`src/sv/tafg_pkg.sv`:
```
`timescale 1ns / 1ps
// Shared types and constants for the TLV authentication frame gate.
// No dependencies; imported by tlv_auth_frame_gate_core.
package tafg_pkg;

    // Verdict codes given with each frame result.
    typedef enum logic [1:0] {
        VC_ACCEPTED  = 2'd0,
        VC_TOO_SHORT = 2'd1,
        VC_NO_AUTH   = 2'd2,
        VC_BACKWARDS = 2'd3
    } t_verdict;

    // Parser phase within one TLV item.
    typedef enum logic [1:0] {
        PH_TYPE = 2'd0,
        PH_LEN  = 2'd1,
        PH_VAL  = 2'd2
    } t_phase;

    localparam logic [7:0] AUTH_TYPE_A = 8'hF0;
    localparam logic [7:0] AUTH_TYPE_B = 8'hF1;
    localparam logic [1:0] MIN_FRAME_LEN = 2'd2;

endpackage

```
`src/sv/tlv_auth_frame_gate_core.sv`:
```
`timescale 1ns / 1ps
// Top level of the TLV authentication frame gate: byte parser and verdict register.
// Depends on tafg_pkg.

// The block takes one frame byte per cycle while not stalled and gives one
// verdict item on the byte flagged as last. A byte passes through an input
// register and then one parse and verdict stage into the output register.
// With the output side taking every result, one byte is accepted in every
// cycle; a verdict still waiting in the output register holds back only the
// next last byte, and the bytes after it stall behind that. The stored
// version starts at zero after reset.
module tlv_auth_frame_gate_core #(
    parameter int VERSION_BITS = 16
) (
    input  logic                i_clk,
    input  logic                i_rst_n,
    input  logic                i_valid,
    output logic                o_stall,
    input  logic [7:0]          i_data_byte,
    input  logic                i_last_byte,
    input  logic [15:0]         i_frame_version,
    output logic                o_valid,
    input  logic                i_stall,
    output logic                o_accepted,
    output tafg_pkg::t_verdict  o_verdict_code,
    output logic [15:0]         o_stored_version_out
);
    import tafg_pkg::*;

    // Only the low bits of the 16-bit version field are kept.
    localparam int VW = (VERSION_BITS < 16) ? VERSION_BITS : 16;

    // Input register.
    logic           r_in_valid;
    logic [7:0]     r_in_byte;
    logic           r_in_last;
    logic [VW-1:0]  r_in_ver;

    // Parse state.
    t_phase         r_phase, n_phase;
    logic [7:0]     r_type, n_type;
    logic [7:0]     r_left, n_left;
    logic [1:0]     r_cnt, n_cnt;
    logic           r_auth, n_auth;
    logic           r_stopped, n_stopped;
    logic [VW-1:0]  r_cur_ver, n_cur_ver;

    // Output register.
    logic           r_out_valid;
    t_verdict       r_code, n_code;
    logic [VW-1:0]  r_out_ver;

    logic out_free;
    logic s1_go;
    logic in_take;
    logic complete;
    logic [7:0] left_dec;

    assign out_free = !r_out_valid || !i_stall;
    assign s1_go    = r_in_valid && (!r_in_last || out_free);
    assign o_stall  = r_in_valid && !s1_go;
    assign in_take  = i_valid && !o_stall;
    assign left_dec = r_left - 8'd1;

    always_comb begin
        n_phase   = r_phase;
        n_type    = r_type;
        n_left    = r_left;
        n_auth    = r_auth;
        n_stopped = r_stopped;
        n_cnt     = r_cnt;
        n_cur_ver = r_cur_ver;
        n_code    = VC_ACCEPTED;
        complete  = 1'b0;

        if (!r_stopped) begin
            unique case (r_phase)
                PH_TYPE: begin
                    n_type  = r_in_byte;
                    n_phase = PH_LEN;
                end
                PH_LEN: begin
                    n_left = r_in_byte;
                    if (r_in_byte == 8'd0) begin
                        complete = 1'b1;
                    end else begin
                        n_phase = PH_VAL;
                    end
                end
                default: begin
                    n_left = left_dec;
                    if (left_dec == 8'd0) begin
                        complete = 1'b1;
                    end
                end
            endcase
        end

        // The type byte is always held in r_type by the time an item completes.
        if (complete) begin
            n_phase = PH_TYPE;
            if (r_type == AUTH_TYPE_A || r_type == AUTH_TYPE_B) begin
                n_auth    = 1'b1;
                n_stopped = 1'b1;
            end
        end

        if (r_cnt < MIN_FRAME_LEN) begin
            n_cnt = r_cnt + 2'd1;
        end

        if (r_in_last) begin
            if (n_cnt < MIN_FRAME_LEN) begin
                n_code = VC_TOO_SHORT;
            end else if (!n_auth) begin
                n_code = VC_NO_AUTH;
            end else if (r_in_ver < r_cur_ver) begin
                n_code = VC_BACKWARDS;
            end else begin
                n_code    = VC_ACCEPTED;
                n_cur_ver = r_in_ver;
            end
            // A verdict closes the frame.
            n_phase   = PH_TYPE;
            n_type    = 8'd0;
            n_left    = 8'd0;
            n_cnt     = 2'd0;
            n_auth    = 1'b0;
            n_stopped = 1'b0;
        end
    end

    always_ff @(posedge i_clk) begin
        if (!i_rst_n) begin
            r_in_valid  <= 1'b0;
            r_phase     <= PH_TYPE;
            r_type      <= 8'd0;
            r_left      <= 8'd0;
            r_cnt       <= 2'd0;
            r_auth      <= 1'b0;
            r_stopped   <= 1'b0;
            r_cur_ver   <= '0;
            r_out_valid <= 1'b0;
        end else begin
            if (in_take) begin
                r_in_valid <= 1'b1;
            end else if (s1_go) begin
                r_in_valid <= 1'b0;
            end

            if (s1_go) begin
                r_phase   <= n_phase;
                r_type    <= n_type;
                r_left    <= n_left;
                r_cnt     <= n_cnt;
                r_auth    <= n_auth;
                r_stopped <= n_stopped;
                r_cur_ver <= n_cur_ver;
            end

            if (s1_go && r_in_last) begin
                r_out_valid <= 1'b1;
            end else if (!i_stall) begin
                r_out_valid <= 1'b0;
            end
        end
    end

    // Payload registers.
    always_ff @(posedge i_clk) begin
        if (in_take) begin
            r_in_byte <= i_data_byte;
            r_in_last <= i_last_byte;
            r_in_ver  <= i_frame_version[VW-1:0];
        end
        if (s1_go && r_in_last) begin
            r_code    <= n_code;
            r_out_ver <= n_cur_ver;
        end
    end

    assign o_valid              = r_out_valid;
    assign o_verdict_code       = r_code;
    assign o_accepted           = (r_code == VC_ACCEPTED);
    assign o_stored_version_out = 16'(r_out_ver);

    // The scan only stops on a completed authentication item.
    a_stop_needs_auth: assert property (@(posedge i_clk) disable iff (!i_rst_n)
        r_stopped |-> r_auth)
        else $error("scan stopped without an authentication item");

    // The byte counter saturates at the minimum frame length.
    a_cnt_saturates: assert property (@(posedge i_clk) disable iff (!i_rst_n)
        r_cnt <= MIN_FRAME_LEN)
        else $error("byte counter past saturation");

    // A waiting verdict always reports the version currently stored.
    a_out_ver_current: assert property (@(posedge i_clk) disable iff (!i_rst_n)
        r_out_valid |-> (r_out_ver == r_cur_ver))
        else $error("reported version differs from stored version");

    // An accepted frame never moves the stored version backwards.
    a_ver_monotonic: assert property (@(posedge i_clk) disable iff (!i_rst_n)
        (s1_go && r_in_last && n_code == VC_ACCEPTED) |-> (r_in_ver >= r_cur_ver))
        else $error("stored version moved backwards");

endmodule
```
`config.mk`:
```
export PLATFORM = sky130hd
export DESIGN_NAME = tlv_auth_frame_gate_core
export DESIGN_NICKNAME = d
export VERILOG_FILES = /design/src/sv/tafg_pkg.sv /design/src/sv/tlv_auth_frame_gate_core.sv
export SDC_FILE = /design/constraint.sdc
export NUM_CORES = 1
export LEC_CHECK = 0
export CAP_MARGIN = 20
export CORE_ASPECT_RATIO = 1.1
export CORE_MARGIN = 2
export CORE_UTILIZATION = 53
export CTS_BUF_LIST = sky130_fd_sc_hd__clkbuf_8
export DETAILED_ROUTE_END_ITERATION = 10
export DONT_BUFFER_PORTS = 1
export PLACE_DENSITY = 0.69
export SLEW_MARGIN = 20
export SYNTH_ARGS = -nofsm -noshare
export SYNTH_HDL_FRONTEND = slang
export SYNTH_SLANG_ARGS = --single-unit
```
`constraint.sdc`:
```
create_clock -name i_clk -period 2.9 [get_ports i_clk]
set_input_delay 0.58 -clock i_clk [delete_from_list [all_inputs] [get_ports i_clk]]
set_output_delay 0.58 -clock i_clk [all_outputs]
set_load 0.01 [all_outputs]
```
## After elaboration in Yosys (flattened, before gate mapping)

Cells that the tools add are included.

- Magnitude comparators: 3
- Equal/unequal tests: 8
- $add $sub $neg: 2
- Reduce and logical (&&, ||, !) cells: 26
- Bitwise gates (word level): 1
- Mux-type cells: 34

Operators by type and width:

| kind | number |
|---|---|
| 16-bit 2-to-1 mux | 4 |
| 8-bit 2-to-1 mux | 5 |
| 8-bit equality test (second input constant) | 2 |
| 8-bit zero test | 2 |
| 16-bit less-than comparator | 1 |
| 2-bit 2-to-1 mux | 8 |
| 8-bit case mux with 2 select lines | 1 |
| 1-bit 2-to-1 mux | 14 |
| 3-bit AND reduction | 3 |
| 2-bit nonzero test | 4 |
| 8-bit by 1-bit subtractor with 8-bit output (second input constant) | 1 |
| 1-bit zero test | 5 |
| 1-bit logical AND | 4 |
| 2-bit zero test | 2 |
| 2-bit less-than comparator (second input constant) | 2 |
| 2-bit != test (second input constant) | 2 |
| 4-bit != test (second input constant) | 1 |
| 2-bit case mux with 2 select lines | 1 |
| 4-bit AND reduction | 1 |
| 4-bit nonzero test | 1 |
| 1-bit logical OR | 3 |
| 3-bit by 2-bit != test with 1-bit output (second input constant) | 1 |
| 2-bit by 1-bit adder with 2-bit output (second input constant) | 1 |
| 2-bit by 1-bit equality test with 1-bit output (second input constant) | 1 |
| 4 further kinds | 4 |

- Output and inout port bits: 21
- Input port bits: 29
- Register bits: 83
- Word-level logic and storage cells: 89

## Logic depth before layout (Yosys ltp)

- Depth in word-level cells: 9
- Depth in mapped cells: 10
- Depth with buffers taken out: 8

## Worst setup path before layout

Ideal clock, no wire load.

- Path kind: register -> register
- Start point: register r_left[0]
- End point: register r_out_ver[1], in the netlist o_stored_version_out[1] (data pin)
- Library setup time: 262 ps
- Slack: 86 ps
- Buffers on the path: 2
- Clock period less this slack: 2,814 ps
- Cell stages (with the launch flop): 9
- Data arrival time: 2,552 ps
- Data required time: 2,638 ps
- Cell sequence: dfxtp_1 or4_1 buf_4 xnor2_1 o31a_1 o31a_4 nor3_4 buf_6 mux2_1

- Cells in the longest elaborated chain, start to end: 9

RTL lines:

| what | line | source |
|---|---|---|
| from (decl) | tlv_auth_frame_gate_core.sv:42 | `logic [7:0] r_left, n_left;` |
| from (signal assigned) | tlv_auth_frame_gate_core.sv:154 | `r_left <= n_left;` |
| 8-bit by 1-bit subtractor with 8-bit output | tlv_auth_frame_gate_core.sv:63 | `assign left_dec = r_left - 8'd1;` |
| 8-bit zero test | tlv_auth_frame_gate_core.sv:92 | `if (left_dec == 8'd0) begin` |
| 1-bit 2-to-1 mux | tlv_auth_frame_gate_core.sv:92 |  |
| 1-bit case mux with 2 select lines | tlv_auth_frame_gate_core.sv:77 | `unique case (r_phase)` |
| 1-bit 2-to-1 mux | tlv_auth_frame_gate_core.sv:76 | `if (!r_stopped) begin` |
| 1-bit 2-to-1 mux | tlv_auth_frame_gate_core.sv:100 | `if (complete) begin` |
| 16-bit 2-to-1 mux | tlv_auth_frame_gate_core.sv:115 | `end else if (!n_auth) begin` |
| 16-bit 2-to-1 mux | tlv_auth_frame_gate_core.sv:113 | `if (n_cnt < MIN_FRAME_LEN) begin` |
| 16-bit 2-to-1 mux | tlv_auth_frame_gate_core.sv:112 | `if (r_in_last) begin` |
| via n_cur_ver[1] | tlv_auth_frame_gate_core.sv:46 | `logic [VW-1:0] r_cur_ver, n_cur_ver;` |
| to (signal assigned) | tlv_auth_frame_gate_core.sv:178 | `r_out_ver <= n_cur_ver;` |
| to (decl) | tlv_auth_frame_gate_core.sv:51 | `logic [VW-1:0] r_out_ver;` |

The timed path passes the listed nets, and every way through them passes these cells.
A chain may end at the register's enable or synchronous reset.

## Worst setup path after layout

- Start point: register r_left[1]
- End point: register r_out_ver[8], in the netlist o_stored_version_out[8] (data pin)

Same word-level chain as after synthesis.

==> impl_metrics.csv <==
group,metric,value,unit
status,outcome,"completed",
power_and_ir_drop,power_density,555,nW/um2
sta,finalSetupTns,0,ns
finish,fin_util,59.5,%
clock_network,clockBufferDepth,2,
logic_synthesis,synth_cell_types,44,
detailed_routing,drtIter0Drc,136,
logic_synthesis,synth_compound_area_share,11.2,%
finish,layout.nets,407,
placed_design,place_hpwl,4.86,mm
detailed_routing,route.detailed.drc,0,
global_routing,grt_start_max_net_pins,56,
detailed_routing,viasPerCell,5.60,
worst_setup_path,required,3.01,ns
finish,drive_above_1_share,10.4,%
logic_synthesis,synth_top_family_by_area,"simple AND/OR/NAND/NOR gates",
sta,final.setup.worst_slack,0.172,ns
clock_network,htreeDepth,3,
sta,hold_viol,0,
power_and_ir_drop,ir_worst_vdd,307,uV
logic_synthesis,ys_warn_count,0,
finish,final_area,4150,um2
sta,fmax,367,MHz
job,max_cap_viol_count,0,
global_routing,antenna_found_initial,0,
logic_synthesis,synth_xor_area_share,0.231,%
floorplanning,core-area,6970,um2
worst_setup_path,end_kind,"register",
sta,skew,0.0137,ns
logic_synthesis,yosysTopAreaCellShare,34.1,%
logic_synthesis,synthMuxAreaShare,8.99,%
logic_synthesis,yosysTopAreaCell,"edfxtp_1",
sta,worst_hold_slack,0.312,ns
logic_synthesis,synthFlopType,"edfxtp_1",
worst_setup_path,worst_path_max_delay_cell,"or4_1",
finish,area_delta_synth_final,9.51,%
worst_setup_path,slowest_delay,0.57,ns
clock_network,cts_made_buffers,9,
detailed_routing,totalWireLength,7.23,mm
global_routing,grt_usage,19.4,%
logic_synthesis,yosys.area_share.simple,14.7,%
floorplanning,row_count,32,
finish,antenna_cells,0,
floorplanning,die_x,84.6,um
placed_design,placed_cells,435,
logic_synthesis,seq_area_frac_synth,54.7,%
logic_synthesis,syn-instance-count,352,
clock_network,root_buffer,"clkbuf_8",
logic_synthesis,yosys-top-cells-area,"edfxtp_1 34%, dfxtp_1 21%, ha_1 5.6%, nand2_1 5.1%, mux2i_1 4.2%",
clock_network,clock_latency,0.36,ns
power_and_ir_drop,power,2.30,mW
logic_synthesis,synth_edf_count,43,
logic_synthesis,syn_nets,398,
logic_synthesis,ys_ff_latch,82,
clock_network,cts_tree,"built",
sta,slew_headroom,48.6,%
sta,finalCriticalPeriod,2.73,ns
finish,final_cells,451,
sta,worst_slew_pin_slew,0.763,ns
placed_design,gp_congestion,0.806,
logic_synthesis,synth.most_common_cell,"nand2_1",
floorplanning,dieArea,7840,um2
clock_network,hold_buffers,0,
detailed_routing,first_pass_iters,4,
sta,setup_viol,0,
clock_network,cts_sinks,82,
detailed_routing,vias,2526,
logic_synthesis,ys_top_cells_by_count,"51 x nand2_1, 43 x edfxtp_1, 39 x dfxtp_1",
placed_design,io_buffers,0,
global_routing,overflow,0,
sta,slew_violations,0,
global_routing,grt_pass1_wl,11.8,mm
logic_synthesis,synthAdderAreaFrac,5.62,%
clock_network,cts.clk_slew.worst_paths,0.09,ns
placed_design,placed_area,3930,um2
worst_setup_path,crit_path_max_fanout,9,
worst_setup_path,startpoint_type,"register",
worst_setup_path,crit_arrival,2.83,ns
hold_path,hp-class,"in2reg",
floorplanning,dieHeight,92.7,um
clock_network,cts_resized,0,
worst_setup_path,crit_chain,"or4_1, xnor2_1, o31a_1, o31a_4, nor3_4, buf_4, mux2_1",
logic_synthesis,syn_area,3790,um2
detailed_routing,wl_per_cell,16.0,um
sta,finalCritPeriodShare,94.1,%
floorplanning,initial_core_util,54.4,%
logic_synthesis,synth_area_per_cell,10.8,um2
placed_design,dp_slack,0.172,ns
power_and_ir_drop,p_leak,1.46,nW
global_routing,grt_pass1_vias,2381,
floorplanning,pin_count,50,
worst_setup_path,criticalPathCategory,"reg2reg",
sta,rsz0062_at_grt,"no",
detailed_routing,drtAntennaViolNets,0,
logic_synthesis,synth-async-reset-ratio,0,%
clock_network,postCtsSetupBuffers,0,
-- cell type report --
class,count,area [um2]
fillers,614,2820
flip-flops and latches,82,2070
multi-input cells,231,1550
clock buffers,9,124
repair buffers,13,110
well taps,85,106
clock inverters,7,91.3
inverters,24,90.1
-- sequential cells by signal, indices dropped and copies added (netlist names) --
name,cells
r_left,8
o_valid,1
r_cnt,2
r_type,7
o_verdict_code,2
r_in_ver,16
r_stopped,1
r_in_last,1
r_phase,2
r_in_valid,1
r_auth,1
r_cur_ver,16
o_stored_version_out,16
r_in_byte,8
-- cell families after synthesis --
| family | Yosys count |
|---|---|
| buffers and inverters | 39 |
| xor gates and xnor gates | 1 |
| adders and majority gates | 17 |
| DFF | 82 |
| and+or+nand+nor | 116 |
| muxes | 32 |
| AOI/OAI and AO/OA | 65 |
-- layout by cell type, fill, tap and decap left out, types with 10 or more instances in the layout --
| master | instances |
|---|---|
| inv_1 | 25 |
| mux2i_1 | 16 |
| o21ai_0 | 18 |
| buf_4 | 12 |
| nor2_1 | 23 |
| nand2_1 | 51 |
| dfxtp_1 | 39 |
| edfxtp_1 | 43 |
| a21oi_1 | 11 |
| nor2b_1 | 15 |
| ha_1 | 17 |
| mux2_1 | 10 |
-- power breakdown --
| part | total, mW | leakage, nW | internal, mW | switching (mW) |
|---|---|---|---|---|
| clock network | 0.904 | 0.115 | 0.485 | 0.419 |
| registers | 1.29 | 0.716 | 1.26 | 0.0334 |
| logic | 0.108 | 0.625 | 0.0470 | 0.0610 |
-- critical path, delay by kind of cell, from the launching register on --
kind	cells	cell delay [ns]
buffers and inverters	1	0.21
AND/OR/NAND/NOR	2	0.74
XOR/XNOR	1	0.15
flip-flops	1	0.35
multiplexers	1	0.34
AO/OA/AOI/OAI	2	0.69
-- path summary, 6_finish.rpt --
check | end | from | depth (start not counted) | slack (ns)
worst min-delay path | r_in_byte[3] | i_data_byte[3] | 0 | 0.31
worst max-delay path | o_stored_version_out[8] | r_left[1] | 7 | 0.17
worst max register to register | o_stored_version_out[8] | r_left[1] | 7 | 0.17
worst min register to register | r_cur_ver[0] | r_cur_ver[0] | 2 | 0.47
-- layer usage --
layer | global-route usage (%) | wire [um] | vias up
met2 | 31.2 | 3500 | 49
li1 | - | - | 1264
met5 | 0 | 0 | -
met3 | 4.90 | 359 | 13
met1 | 24.4 | 3220 | 1200
met4 | 9.52 | 148 | 0
(Power assumes the default switching activity.)
